--- src/rtl/core/tls_sni_pkg.sv ---
`timescale 1ns / 1ps

package tls_sni_pkg;

  // Sums of a position and a 16-bit length field plus a small margin.
  localparam int SUM_W = 18;

  localparam logic [7:0]  REC_HANDSHAKE   = 8'h16;
  localparam logic [7:0]  VER_MAJOR       = 8'h03;
  localparam logic [7:0]  HS_CLIENT_HELLO = 8'h01;
  localparam logic [15:0] EXT_SERVER_NAME = 16'h0000;

  // Record header length, and the hello fields ahead of the session id
  // length: type, 24-bit length, version and the 32-byte random.
  localparam logic [SUM_W-1:0] REC_HDR_LEN = SUM_W'(5);
  localparam logic [SUM_W-1:0] HELLO_FIXED = SUM_W'(1 + 3 + 2 + 32);

  typedef enum logic [1:0] {
    ST_NONE  = 2'd0,
    ST_FOUND = 2'd1,
    ST_BAD   = 2'd2
  } status_t;

endpackage

--- src/rtl/core/tls_client_hello_sni_locator.sv ---
`timescale 1ns / 1ps

// Channel  Direction  Handshake          Word
// in_      input      in_valid/in_stall   data_byte, payload_length, last_byte
// out_     output     out_valid/out_stall status, name_offset, name_length
//
// One payload byte is taken every cycle while in_stall is low. Each byte lands in the
// input register, then header and length checks on it update the parser state.
// The result of a payload is written to the output register when its last byte
// leaves the input register. Reset is synchronous and clears the parser and both valids.
// in_stall rises only while a last byte waits in the input register behind a
// result that has not been taken.

module tls_client_hello_sni_locator #(
  parameter int LENGTH_BITS = 16
) (
  input  logic        clk,
  input  logic        rst_n,
  input  logic        in_valid,
  output logic        in_stall,
  input  logic [7:0]  in_data_byte,
  input  logic [15:0] in_payload_length,
  input  logic        in_last_byte,
  output logic        out_valid,
  input  logic        out_stall,
  output logic [1:0]  out_status,
  output logic [15:0] out_name_offset,
  output logic [15:0] out_name_length
);

  localparam int P  = LENGTH_BITS;
  localparam int PW = LENGTH_BITS + 1;
  localparam int S  = tls_sni_pkg::SUM_W;

  typedef enum logic [4:0] {
    PH_START, PH_REC_TYPE, PH_REC_MAJ, PH_REC_MIN, PH_REC_LHI, PH_REC_LLO,
    PH_HS_TYPE, PH_SID_LEN, PH_CIP_HI, PH_CIP_LO, PH_CMP_LEN, PH_EXS_HI,
    PH_EXS_LO, PH_EXT_THI, PH_EXT_TLO, PH_EXT_LHI, PH_EXT_LLO, PH_SNL_HI,
    PH_SNL_LO, PH_SN_TYPE, PH_SN_LHI, PH_SN_LLO, PH_DONE
  } phase_t;

  // Input register.
  logic         in_v_r;
  logic [7:0]   in_byte_r;
  logic [P-1:0] in_len_r;
  logic         in_last_r;

  // Parser state.
  phase_t              phase_r, phase_nxt;
  logic [P-1:0]        pos_r, pos_nxt;
  logic [P-1:0]        skip_r, skip_nxt;
  logic [PW-1:0]       rec_end_r, rec_end_nxt;
  logic [PW-1:0]       ext_end_r, ext_end_nxt;
  logic [7:0]          acc_r, acc_nxt;
  logic [15:0]         kind_r, kind_nxt;
  logic [15:0]         found_off_r, found_off_nxt;
  logic [15:0]         found_len_r, found_len_nxt;
  tls_sni_pkg::status_t status_r, status_nxt;

  // Output register.
  logic                 out_v_r;
  tls_sni_pkg::status_t out_status_r;
  logic [15:0]          out_off_r;
  logic [15:0]          out_len_r;

  logic proc;
  logic out_free;

  assign out_free = !out_v_r || !out_stall;
  assign proc     = in_v_r && (!in_last_r || out_free);
  assign in_stall = in_v_r && !proc;

  always_comb begin
    logic [S-1:0]  pos_s, end_s, pos1, v, tgt, rec_cur, ext_cur, e_nx;
    logic [S-1:0]  p_s, snd, avail, mlen, rec_new, ext_new, diff;
    logic          do_sr, do_nx, do_sched, do_fin;
    phase_t        ph_eff, sched_ph;
    tls_sni_pkg::status_t fin_st;

    pos_s    = S'(pos_r);
    end_s    = S'(in_len_r);
    pos1     = pos_s + S'(1);
    v        = S'({acc_r, in_byte_r});
    tgt      = '0;
    rec_cur  = S'(rec_end_r);
    ext_cur  = S'(ext_end_r);
    e_nx     = '0;
    p_s      = '0;
    snd      = '0;
    avail    = '0;
    mlen     = '0;
    rec_new  = '0;
    ext_new  = '0;
    diff     = '0;
    do_sr    = 1'b0;
    do_nx    = 1'b0;
    do_sched = 1'b0;
    do_fin   = 1'b0;
    sched_ph = PH_DONE;
    fin_st   = tls_sni_pkg::ST_NONE;

    phase_nxt     = phase_r;
    skip_nxt      = skip_r;
    rec_end_nxt   = rec_end_r;
    ext_end_nxt   = ext_end_r;
    acc_nxt       = acc_r;
    kind_nxt      = kind_r;
    found_off_nxt = found_off_r;
    found_len_nxt = found_len_r;
    status_nxt    = status_r;
    pos_nxt       = pos_r + P'(1);

    // The first record header starts at the current byte.
    ph_eff = phase_r;
    if (phase_r == PH_START) begin
      if (pos_s + tls_sni_pkg::REC_HDR_LEN < end_s) begin
        ph_eff = PH_REC_TYPE;
      end else begin
        ph_eff     = PH_DONE;
        status_nxt = tls_sni_pkg::ST_NONE;
      end
      phase_nxt = ph_eff;
    end

    if (ph_eff != PH_DONE) begin
      if (skip_r != '0) begin
        skip_nxt = skip_r - P'(1);
      end else begin
        case (ph_eff)
          PH_REC_TYPE: begin
            kind_nxt  = {8'h00, in_byte_r};
            phase_nxt = PH_REC_MAJ;
          end
          PH_REC_MAJ: begin
            if (in_byte_r != tls_sni_pkg::VER_MAJOR) begin
              do_fin = 1'b1;
              fin_st = tls_sni_pkg::ST_NONE;
            end else begin
              phase_nxt = PH_REC_MIN;
            end
          end
          PH_REC_MIN: phase_nxt = PH_REC_LHI;
          PH_REC_LHI: begin
            acc_nxt   = in_byte_r;
            phase_nxt = PH_REC_LLO;
          end
          PH_REC_LLO: begin
            // The record length is clipped to what remains of the payload.
            avail       = (end_s > pos1) ? (end_s - pos1) : '0;
            mlen        = (v < avail) ? v : avail;
            rec_new     = pos1 + mlen;
            rec_cur     = rec_new;
            rec_end_nxt = rec_new[PW-1:0];
            if (kind_r != {8'h00, tls_sni_pkg::REC_HANDSHAKE}) begin
              do_sr = 1'b1;
            end else if (pos1 + S'(1) >= rec_new) begin
              do_fin = 1'b1;
              fin_st = tls_sni_pkg::ST_BAD;
            end else begin
              do_sched = 1'b1;
              tgt      = pos1;
              sched_ph = PH_HS_TYPE;
            end
          end
          PH_HS_TYPE: begin
            p_s = pos_s + tls_sni_pkg::HELLO_FIXED;
            if (in_byte_r != tls_sni_pkg::HS_CLIENT_HELLO) begin
              do_sr = 1'b1;
            end else if (p_s + S'(1) >= rec_cur) begin
              do_fin = 1'b1;
              fin_st = tls_sni_pkg::ST_BAD;
            end else begin
              do_sched = 1'b1;
              tgt      = p_s;
              sched_ph = PH_SID_LEN;
            end
          end
          PH_SID_LEN, PH_CMP_LEN: begin
            p_s = pos1 + S'(in_byte_r);
            if (p_s + S'(2) >= rec_cur) begin
              do_fin = 1'b1;
              fin_st = tls_sni_pkg::ST_BAD;
            end else begin
              do_sched = 1'b1;
              tgt      = p_s;
              sched_ph = (ph_eff == PH_SID_LEN) ? PH_CIP_HI : PH_EXS_HI;
            end
          end
          PH_CIP_HI: begin
            acc_nxt   = in_byte_r;
            phase_nxt = PH_CIP_LO;
          end
          PH_CIP_LO: begin
            p_s = pos1 + v;
            if (p_s + S'(1) >= rec_cur) begin
              do_fin = 1'b1;
              fin_st = tls_sni_pkg::ST_BAD;
            end else begin
              do_sched = 1'b1;
              tgt      = p_s;
              sched_ph = PH_CMP_LEN;
            end
          end
          PH_EXS_HI: begin
            acc_nxt   = in_byte_r;
            phase_nxt = PH_EXS_LO;
          end
          PH_EXS_LO: begin
            p_s         = pos1 + v;
            ext_new     = (p_s > rec_cur) ? rec_cur : p_s;
            ext_cur     = ext_new;
            ext_end_nxt = ext_new[PW-1:0];
            e_nx        = pos1;
            do_nx       = 1'b1;
          end
          PH_EXT_THI: begin
            acc_nxt   = in_byte_r;
            phase_nxt = PH_EXT_TLO;
          end
          PH_EXT_TLO: begin
            kind_nxt  = v[15:0];
            phase_nxt = PH_EXT_LHI;
          end
          PH_EXT_LHI: begin
            acc_nxt   = in_byte_r;
            phase_nxt = PH_EXT_LLO;
          end
          PH_EXT_LLO: begin
            p_s = pos1 + v;
            if (p_s > ext_cur) begin
              do_fin = 1'b1;
              fin_st = tls_sni_pkg::ST_BAD;
            end else if (kind_r != tls_sni_pkg::EXT_SERVER_NAME) begin
              e_nx  = p_s;
              do_nx = 1'b1;
            end else if (pos1 + S'(2) >= ext_cur) begin
              do_fin = 1'b1;
              fin_st = tls_sni_pkg::ST_BAD;
            end else begin
              do_sched = 1'b1;
              tgt      = pos1;
              sched_ph = PH_SNL_HI;
            end
          end
          PH_SNL_HI: begin
            acc_nxt   = in_byte_r;
            phase_nxt = PH_SNL_LO;
          end
          PH_SNL_LO: begin
            // From here on the extensions end marks the end of the name list.
            snd = pos1 + v;
            if (snd > ext_cur || pos1 + S'(3) >= snd) begin
              do_fin = 1'b1;
              fin_st = tls_sni_pkg::ST_BAD;
            end else begin
              ext_end_nxt = snd[PW-1:0];
              phase_nxt   = PH_SN_TYPE;
            end
          end
          PH_SN_TYPE: phase_nxt = PH_SN_LHI;
          PH_SN_LHI: begin
            acc_nxt   = in_byte_r;
            phase_nxt = PH_SN_LLO;
          end
          PH_SN_LLO: begin
            if (pos1 + v > ext_cur) begin
              do_fin = 1'b1;
              fin_st = tls_sni_pkg::ST_BAD;
            end else begin
              found_off_nxt = pos1[15:0];
              found_len_nxt = v[15:0];
              do_fin        = 1'b1;
              fin_st        = tls_sni_pkg::ST_FOUND;
            end
          end
          default: begin
            do_fin = 1'b1;
            fin_st = tls_sni_pkg::ST_NONE;
          end
        endcase
      end
    end

    // Step to the next extension, or past the record when the list is done.
    if (do_nx) begin
      if (e_nx >= ext_cur) begin
        do_sr = 1'b1;
      end else if (e_nx + S'(4) >= ext_cur) begin
        do_fin = 1'b1;
        fin_st = tls_sni_pkg::ST_BAD;
      end else begin
        do_sched = 1'b1;
        tgt      = e_nx;
        sched_ph = PH_EXT_THI;
      end
    end

    // Next record starts at the current record end if a full header fits.
    if (do_sr) begin
      if (rec_cur + tls_sni_pkg::REC_HDR_LEN < end_s) begin
        do_sched = 1'b1;
        tgt      = rec_cur;
        sched_ph = PH_REC_TYPE;
      end else begin
        do_fin = 1'b1;
        fin_st = tls_sni_pkg::ST_NONE;
      end
    end

    if (do_sched) begin
      diff      = tgt - pos_s - S'(1);
      skip_nxt  = (tgt > pos_s) ? diff[P-1:0] : '0;
      phase_nxt = sched_ph;
    end

    if (do_fin) begin
      status_nxt = fin_st;
      phase_nxt  = PH_DONE;
    end
  end

  always_ff @(posedge clk) begin
    if (!rst_n) begin
      in_v_r <= 1'b0;
    end else if (in_valid && !in_stall) begin
      in_v_r <= 1'b1;
    end else if (proc) begin
      in_v_r <= 1'b0;
    end
  end

  always_ff @(posedge clk) begin
    if (in_valid && !in_stall) begin
      in_byte_r <= in_data_byte;
      in_len_r  <= in_payload_length[P-1:0];
      in_last_r <= in_last_byte;
    end
  end

  always_ff @(posedge clk) begin
    if (!rst_n || (proc && in_last_r)) begin
      phase_r     <= PH_START;
      pos_r       <= '0;
      skip_r      <= '0;
      rec_end_r   <= '0;
      ext_end_r   <= '0;
      acc_r       <= '0;
      kind_r      <= '0;
      found_off_r <= '0;
      found_len_r <= '0;
      status_r    <= tls_sni_pkg::ST_NONE;
    end else if (proc) begin
      phase_r     <= phase_nxt;
      pos_r       <= pos_nxt;
      skip_r      <= skip_nxt;
      rec_end_r   <= rec_end_nxt;
      ext_end_r   <= ext_end_nxt;
      acc_r       <= acc_nxt;
      kind_r      <= kind_nxt;
      found_off_r <= found_off_nxt;
      found_len_r <= found_len_nxt;
      status_r    <= status_nxt;
    end
  end

  always_ff @(posedge clk) begin
    if (!rst_n) begin
      out_v_r <= 1'b0;
    end else if (proc && in_last_r) begin
      out_v_r <= 1'b1;
    end else if (!out_stall) begin
      out_v_r <= 1'b0;
    end
  end

  always_ff @(posedge clk) begin
    if (proc && in_last_r) begin
      out_status_r <= status_nxt;
      out_off_r    <= (status_nxt == tls_sni_pkg::ST_FOUND) ? found_off_nxt : '0;
      out_len_r    <= (status_nxt == tls_sni_pkg::ST_FOUND) ? found_len_nxt : '0;
    end
  end

  assign out_valid       = out_v_r;
  assign out_status      = out_status_r;
  assign out_name_offset = out_off_r;
  assign out_name_length = out_len_r;

endmodule

--- config.mk ---
export PLATFORM = sky130hd
export DESIGN_NAME = tls_client_hello_sni_locator
export DESIGN_NICKNAME = d
export VERILOG_FILES = /design/src/rtl/core/tls_sni_pkg.sv /design/src/rtl/core/tls_client_hello_sni_locator.sv
export SDC_FILE = /design/constraint.sdc
export NUM_CORES = 1
export LEC_CHECK = 0
export BUFFER_PORTS_ARGS = -buffer_cell sky130_fd_sc_hd__buf_4
export CAP_MARGIN = 20
export CORE_AREA = 3 3 300 302
export CTS_BUF_LIST = sky130_fd_sc_hd__clkbuf_16
export DETAILED_ROUTE_END_ITERATION = 8
export DIE_AREA = 0 0 303 305
export PLACE_DENSITY = 0.39
export SYNTH_ARGS = -nofsm -noshare
export SYNTH_HDL_FRONTEND = slang
export SYNTH_SLANG_ARGS = --single-unit
--- constraint.sdc ---
create_clock -name clk -period 25.2 [get_ports clk]
set_clock_uncertainty 0.2 [all_clocks]
set_input_delay 5.04 -clock clk [delete_from_list [all_inputs] [get_ports clk]]
set_output_delay 5.04 -clock clk [all_outputs]
set_load 0.01 [all_outputs]
==> out/metrics.cfg, run 1 <==
[yosys]
yosysWarningCount = 0
synth_edf_count = 59
yosysUniqueCellTypes = 106
synth_cells = 2894
synth.cell_area_um2 = 21800
yosysSeqAreaShare_pct = 20.1
ys_ff_latch = 190
synth_area_per_cell_um2 = 7.55
yosysTopAreaCell = ha_1
synthMostInstantiatedCell = nor2_1
synth.top_cells.by_count = 343 x nor2_1, 294 x ha_1, 279 x nand2_1, 268 x a21oi_1, 182 x xnor2_1
synthArstFlopShare_pct = 0
netlist_top_cells_area = ha_1 17%, dfxtp_1 12%, edfxtp_1 8.1%
synthFlopType = dfxtp_1
yosys.area.top_type_share_pct = 16.8

[pwr]
pwr-share-comb_pct = 45.6
clockPowerShare_pct = 24.9
p_leak_uw = 0.00964
p_switching_uw = 539
max-vdd-ir-drop_mv = 0.0518
p_seq_share_pct = 29.5
powerDensity_nw_per_um2 = 49.0
sw_frac_of_total_pct = 44.8
internal-power_uw = 665

[setup_path]
crit_fanout = 17
arrival_ns = 16.64
cp.required_ns = 25.36
critPathKind = register to register
timing.rr.start = pos_r[0]
cp-startpoint = pos_r[0]
rr_worst_depth = 62
worst_setup_path_end_kind = register
slowest_stage = ha_1
r2r-end = skip_r[0]
slowest_delay_ns = 0.81
crit_top_cell = a21oi_1
rrSetupSlack_ns = 8.72
worst_setup_path_start_kind = register

[routing]
viasPerCell = 5.45
vias = 22456
avgRoutedWirePerCell_um = 26.0
ant_nets = 0
dr.pass1.iters = 6
drt_iter0_drc = 2114
drc = 0
drt_wl_total_um = 107000

[sta]
maxSlewViolCount = 0
worstMarginPinSlew_ns = 1.22
tns_ns = 0
period_needed_ns = 16.48
setup_viol = 0
fmax_ghz = 0.0607
fin_crit_sh_pct = 65.4
hold_viol_final = 0
fin_ws_ns = 8.72
maxSlewHeadroom_pct = 17.8
rsz0062_at_grt = false

[grt]
gr-total-overflow = 0
use_met1_pct = 31.5
grt_max_degree = 72
use_met2_pct = 36.3
grt.busiest_layer = met2
grt_pass1_wl_um = 153000
grt_use_met3_pct = 3.07
track_usage_pct = 22.8
first_global_vias = 21571
antenna_found_initial = 5

[cts]
cts.sinks = 190
cts_hold_buffers = 0
cts_tree = done
clock_latency_ns = 0.53
cts_resized = 0
clockRootBuffer = clkbuf_16
cts_made_buffers = 17
cts.clk_slew.worst_paths_ns = 0.08
htreeDepth = 4
cts_max_path_buffers = 2
cts_setup_buffers = 0

[layout]
area_delta_synth_final_pct = 12.4
final_net_count = 3264
drive_gt1_share_pct = 7.63

[placement]
place_hpwl_um = 85500
numPortBuffers = 64
dp_slack_ns = 8.90
place.gp.congestion = 0.916

[hold_path]
min_delay_path_depth = 2
hp-start = found_len_r[14]
whs_endpoint = found_len_r[14]
worstHoldPathType = register to register

[floorplan]
fp-row-count = 109
core_area_um2 = 88000
dieHeight_um = 305
io_pins = 65
start_util_pct = 24.8
die-width_um = 303
design.die.area_um2 = 92400

[run_status]
status = finished clean

[flow_run]
cap_violations = 0

-- flip-flops by register name, indices dropped and copies added (netlist names), 8 cells and up --
| register | flops |
|---|---|
| ext_end_r | 17 |
| kind_r | 16 |
| pos_r | 16 |
| found_off_r | 16 |
| in_byte_r | 8 |
| out_name_length | 16 |
| out_name_offset | 16 |
| rec_end_r | 17 |
| skip_r | 16 |
| in_len_r | 16 |
| acc_r | 8 |
| found_len_r | 16 |
-- cells in the final DEF, fill, tap and decap left out, drive strengths merged, types with 9 or more instances in the layout --
cell type | Yosys | layout
nand3 | 81 | 81
o21bai | 16 | 16
o211ai | 12 | 12
nor3 | 90 | 90
a211oi | 62 | 62
inv | 158 | 164
o221ai | 12 | 12
clkinv | 8 | 15
nor4 | 24 | 24
a21o | 71 | 71
nor2b | 22 | 22
a211o | 9 | 9
o21a | 33 | 33
clkbuf | 84 | 17
nand4 | 40 | 40
or2 | 13 | 13
xnor2 | 183 | 183
and3 | 18 | 18
o22ai | 23 | 23
or3 | 25 | 25
and4 | 11 | 11
nand2 | 280 | 280
nand2b | 36 | 36
nor2 | 344 | 344
a21oi | 269 | 269
a22oi | 27 | 27
a31oi | 28 | 28
o31ai | 13 | 13
mux2i | 52 | 52
edfxtp | 59 | 59
and2 | 18 | 18
buf | 36 | 140
dfxtp | 131 | 131
ha | 294 | 294
o21ai | 156 | 156
xor2 | 33 | 33
-- cell families after synthesis --
kind of cell	share of synthesized area (%)
adder cells (fa/ha/maj)	17.3
buffers and inverters	5.15
XOR/XNOR	8.90
AO/OA/AOI/OAI	23.8
AND/OR/NAND/NOR	22.2
multiplexers	2.49
other	0.0344
flip-flops	20.1
-- per-layer routing --
metal	vias to the layer above	part of all wire [%]
li1	10547	-
met1	10978	45
met2	790	45
met3	137	6.2
met4	4	3.3
met5	-	0.025
-- area by class of cell --
class | instances | area, µm²
fillers | 9650 | 63400
multi-input cells | 2422 | 16400
flip-flops and latches | 190 | 4390
well taps | 1165 | 1460
repair buffers | 140 | 1050
inverters | 166 | 626
clock buffers | 17 | 425
clock inverters | 15 | 194
diodes | 2 | 5.00
-- worst max-delay path: cells and delay by family (launching register included) --
kind            cells  cell delay, ns
buf+inv             4            1.37
flops               1            0.34
simple gates       14            3.61
fa+ha+maj           7            2.92
compound gates     34            7.18
xor+xnor            3            0.68
-- power by group through the flow --
stage	Clock [µW]	Sequential, µW	Combinational, µW
after floorplan	0	354	372
after global placement	0	362	539
after detailed placement	0	362	540
after CTS	311	355	542
after global routing	322	358	601
final	300	355	549
-- worst max-delay path by stage --
stage                      endpoint
after floorplan           skip_r[2]
after global placement    skip_r[0]
after detailed placement  skip_r[0]
after CTS                 skip_r[0]
after global routing      skip_r[0]
final                     skip_r[0]
-- stage by stage --
step	cells	hold WS (ns)	cell area [µm²]	utilization (%)	total power, µW
after CTS	4114	0.256	24500	27.9	1210
final	4117	0.254	24500	27.9	1200
after global placement	4082	0.238	23900	27.2	901
after floorplan	2898	0.232	21900	-	726
after detailed placement	4082	0.246	23900	27.2	902
after global routing	4115	0.273	24500	27.9	1280
Power figures use the tool's default switching activity.
==> run 2: changes to the inputs <==
- clock period: 25.2 -> 16.1 ns (I/O delays scaled with it)
==> out/metrics.cfg, run 2 (same netlist as run 1, synthesis figures left out) <==
[run_status]
status = finished clean

[routing]
drc = 0
viasPerCell = 5.46
ant_nets = 0
drt_wl_total_um = 107000
dr.pass1.iters = 6
vias = 22533
drt_iter0_drc = 2021
avgRoutedWirePerCell_um = 25.8

[pwr]
p_seq_share_pct = 29.0
internal-power_uw = 1040
p_switching_uw = 881
max-vdd-ir-drop_mv = 0.0770
sw_frac_of_total_pct = 45.9
clockPowerShare_pct = 26.2
pwr-share-comb_pct = 44.9
p_leak_uw = 0.00975
powerDensity_nw_per_um2 = 77.5

[setup_path]
crit_fanout = 30
critPathKind = register to register
slowest_delay_ns = 0.46
worst_setup_path_start_kind = register
crit_top_cell = a21oi_1
worst_setup_path_end_kind = register
arrival_ns = 15.20
cp.required_ns = 16.28
slowest_stage = or3b_1

[floorplan]
core_area_um2 = 88000
io_pins = 65
die-width_um = 303
design.die.area_um2 = 92400
dieHeight_um = 305
fp-row-count = 109
start_util_pct = 24.8

[placement]
place.gp.congestion = 0.942
placed_area_um2 = 24100
numPortBuffers = 64
place_hpwl_um = 85900

[grt]
grt_pass1_wl_um = 153000
grt_max_degree = 75
antenna_found_initial = 6
first_global_vias = 21524
gr-total-overflow = 0
track_usage_pct = 22.7

[layout]
final_common_cell = nor2_1
area_delta_synth_final_pct = 13.4
antenna_cells = 0
most-common-layout-cells = 343 x nor2_1, 293 x ha_1, 278 x nand2_1, 265 x a21oi_1, 179 x xnor2_1
drive_gt1_share_pct = 8.50
final_net_count = 3279
finalInstanceArea_um2 = 24800
reg_top3 = ext_end_r (17), rec_end_r (17)

[sta]
maxSlewViolCount = 0
period_needed_ns = 15.01
tns_ns = 0
maxSlewHeadroom_pct = 20.5
hold_viol_final = 0
worstMarginPinSlew_ns = 1.18
fin_crit_sh_pct = 93.2
rsz0062_at_grt = false
fmax_ghz = 0.0666
setup_viol = 0

[cts]
cts_max_path_buffers = 2
cts_setup_buffers = 0
cts_resized = 0
cts.sinks = 190
cts.clk_slew.worst_paths_ns = 0.12
htreeDepth = 4
cts_hold_buffers = 0
clock_latency_ns = 0.55
clockRootBuffer = clkbuf_16
cts_made_buffers = 17
cts_tree = done

[flow_run]
cap_violations = 0

[hold_path]
worstHoldPathType = register to register

-- run 2: cell count changes in the layout (fill, tap and decap cells not counted), sizes merged --
cell,previous run,this run
buf,140,155
diode,2,0
inv,164,166
bufinv,1,0
clkinvlp,1,0
-- run 2: layer usage --
metal / track usage [%] / wire [µm] / up-vias
li1: - / - / 10606
met1: 31.3 / 49000 / 11074
met2: 36.8 / 49000 / 741
met3: 2.68 / 5460 / 112
met4: 7.08 / 3200 / 0
met5: 0 / 0 / -
-- run 2: path summary, 6_finish.rpt --
| kind | slack, ns | start | cells after the start | endpoint |
|---|---|---|---|---|
| worst max-delay path | 1.09 | pos_r[0] | 64 | skip_r[0] |
| worst min-delay path | 0.25 | found_len_r[15] | 2 | found_len_r[15] |
| worst max register to register | 1.09 | pos_r[0] | 64 | skip_r[0] |
| worst min register to register | 0.25 | found_len_r[15] | 2 | found_len_r[15] |
-- run 2: final cells by class --
cell class | instances | area (µm²)
clock buffer | 17 | 425
clock inverter | 15 | 240
fill | 9494 | 63200
inverter | 166 | 626
multi-input combinational | 2422 | 16500
sequential | 190 | 4390
tap | 1165 | 1460
timing repair buffer | 155 | 1160
-- run 2: per-stage QoR --
stage	power (µW)	util (%)	hold WS, ns	setup WS [ns]	instances
after detailed placement	1410	27.3	0.243	0.759	4098
after global routing	2040	28.2	0.271	0.104	4130
after floorplan	1140	-	0.232	3.02	2898
final	1920	28.2	0.255	1.09	4130
after CTS	1920	28.1	0.256	0.659	4130
after global placement	1410	27.3	0.239	0.921	4097
-- run 2: power groups by stage --
| stage | Sequential, µW | Clock, µW | Combinational [µW] |
|---|---|---|---|
| detailed placement | 567 | 0 | 845 |
| finish | 556 | 503 | 862 |
| global placement | 567 | 0 | 845 |
| CTS | 556 | 515 | 849 |
| floorplan | 555 | 0 | 582 |
| global route | 561 | 531 | 944 |
-- run 2: worst max-delay path: cells and delay by family, from the launching register on --
kind                       cells  cell delay (ns)
AOI/OAI and AO/OA             34             6.55
xor gates and xnor gates       3             0.67
adders and majority gates      7             2.24
buffers and inverters          5             1.01
DFF                            1             0.45
and+or+nand+nor               15             3.68
==> run 3: changes to the inputs <==
- ABC_AREA: default -> 1
- CORE_AREA: 3 3 300 302 -> 3 3 303 305
- DIE_AREA: 0 0 303 305 -> 0 0 306 308
- MAX_ROUTING_LAYER: default -> met4
==> out/metrics.cfg, run 3 <==
[run_status]
status = finished clean

[grt]
first_global_vias = 21563
grt.busiest_layer = met2
grt_max_degree = 76
grt_pass1_wl_um = 149000
grt_use_met3_pct = 2.94
antenna_found_initial = 1
use_met1_pct = 30.1
use_met2_pct = 34.3
gr-total-overflow = 0
track_usage_pct = 22.1

[setup_path]
rrSetupSlack_ns = 1.67
timing.rr.start = pos_r[2]
r2r-end = skip_r[15]
cp.required_ns = 16.30
worst_setup_path_end_kind = register
worst_setup_path_start_kind = register
rr_worst_depth = 83
arrival_ns = 14.63
crit_fanout = 35
crit_top_cell = nand2_1
slowest_delay_ns = 0.77
slowest_stage = xor2_1
critPathKind = register to register

[routing]
avgRoutedWirePerCell_um = 22.3
ant_nets = 0
drt_wl_total_um = 103000
viasPerCell = 4.95
drc = 0
drt_iter0_drc = 2296
vias = 22785
dr.pass1.iters = 5

[sta]
setup_viol = 0
maxSlewViolCount = 0
fin_crit_sh_pct = 89.7
hold_viol_final = 0
worstMarginPinSlew_ns = 1.00
fmax_ghz = 0.0693
tns_ns = 0
hold_ws_ns = 0.269
maxSlewHeadroom_pct = 33.1
rsz0062_at_grt = false
period_needed_ns = 14.43

[layout]
reg_top3 = ext_end_r (17), rec_end_r (17)
drive_gt1_share_pct = 7.67
multi_input_area_um2 = 15400
area_delta_synth_final_pct = 11.6
final_net_count = 3741
seq_area_um2 = 4390
final_common_cell = nand2_1
fill_cells = 10061
most-common-layout-cells = 641 x nand2_1, 533 x inv_1, 322 x nor2_1, 294 x ha_1, 255 x a21oi_1

[yosys]
netlist_top_cells_area = ha_1 17%, dfxtp_1 12%, nand2_1 11%
synth_edf_count = 59
synth.cell_area_um2 = 22200
yosysTopAreaCell = ha_1
synthArstFlopShare_pct = 0
synthFlopType = dfxtp_1
yosysWarningCount = 0
synth_cells = 3359
synth.top_cells.by_count = 642 x nand2_1, 532 x inv_1, 324 x nor2_1, 294 x ha_1, 255 x a21oi_1
yosysSeqAreaShare_pct = 19.8
synth_area_per_cell_um2 = 6.62
ys_ff_latch = 190
synthMostInstantiatedCell = nand2_1
yosys.area.top_type_share_pct = 16.5
yosysUniqueCellTypes = 71

[placement]
place_hpwl_um = 83400
place.gp.congestion = 0.979
numPortBuffers = 64

[cts]
cts_resized = 0
cts.sinks = 190
cts_made_buffers = 17
clockRootBuffer = clkbuf_16
htreeDepth = 4
cts_tree = done
cts_setup_buffers = 0
cts.clk_slew.worst_paths_ns = 0.09
cts_max_path_buffers = 2
clock_latency_ns = 0.51
cts_hold_buffers = 0

[floorplan]
core_area_um2 = 89600
die-width_um = 306
design.die.area_um2 = 94200
dieHeight_um = 308
start_util_pct = 24.8
fp-row-count = 110
io_pins = 65

[pwr]
max-vdd-ir-drop_mv = 0.0464
powerDensity_nw_per_um2 = 67.3
p_leak_uw = 0.0119

[flow_run]
cap_violations = 0

[hold_path]
min_delay_path_depth = 2
hp-start = kind_r[8]
whs_endpoint = kind_r[8]
worstHoldPathType = register to register

[run 3: cell types whose count changed after synthesis, sizes merged, moves of 38 or more]
cell / change
a211oi: -38
a21o: -66
inv: +388
mux2i: -48
nand2: +377
nand3: +87
o211ai: +40
o21ai: +102
xnor2: -161
xor2: +119
[run 3: how the worst max path moves through the flow]
| stage | endpoint | startpoint | cells past startpoint | slack, ns |
|---|---|---|---|---|
| finish | skip_r[15] | pos_r[2] | 83 | 1.67 |
| global route | skip_r[15] | pos_r[2] | 84 | 0.31 |
| CTS | skip_r[15] | pos_r[2] | 83 | 1.88 |
| detailed placement | skip_r[15] | pos_r[2] | 83 | 1.95 |
| global placement | skip_r[15] | pos_r[2] | 82 | 2.12 |
| floorplan | skip_r[15] | pos_r[0] | 88 | 4.52 |
[run 3: layer usage]
| metal | vias to the layer above | share of wire [%] |
|---|---|---|
| li1 | 11240 | - |
| met1 | 10742 | 47 |
| met2 | 677 | 44 |
| met3 | 126 | 5.6 |
| met4 | 0 | 2.9 |
| met5 | - | 0 |
[run 3: power by group]
part	internal, µW	leakage [µW]	total (µW)	switching (µW)
Combinational	210	0.0100	670	460
Sequential	514	0.00161	532	18.7
Clock	220	0.000294	467	247
[run 3: cell families after synthesis]
kind of cell	share of synthesized area (%)
fa+ha+maj	16.9
buf+inv	11.1
xor+xnor	6.85
other cells	0.0338
mux	0.231
flops	19.8
compound gates	17.6
simple gates	27.5
[run 3: final cells by class]
cell class	count	share of cell area, %
tap	1176	5.93
sequential	190	17.7
timing repair buffer	111	3.36
antenna	1	0.0101
multi-input combinational	2532	62.2
clock buffer	17	1.71
clock inverter	15	0.610
inverter	562	8.51
[run 3: stage by stage]
step                      total power [µW]  instances  area (µm²)  setup slack (ns)  util, %
after detailed placement              1200       4571       24200              1.95     27.1
after global placement                1210       4571       24200              2.12     27.1
after floorplan                        977       3363       22300              4.52        -
after CTS                             1680       4603       24800              1.88     27.7
after global routing                  1770       4604       24800             0.308     27.7
final                                 1670       4604       24800              1.67     27.7
[run 3: worst max-delay path: cells and delay by family (launching register included)]
family	cells	cell delay, ns
adders and majority gates	6	2.02
AOI/OAI and AO/OA	22	3.39
xor gates and xnor gates	2	0.97
buffers and inverters	10	1.83
and+or+nand+nor	43	5.37
DFF	1	0.52
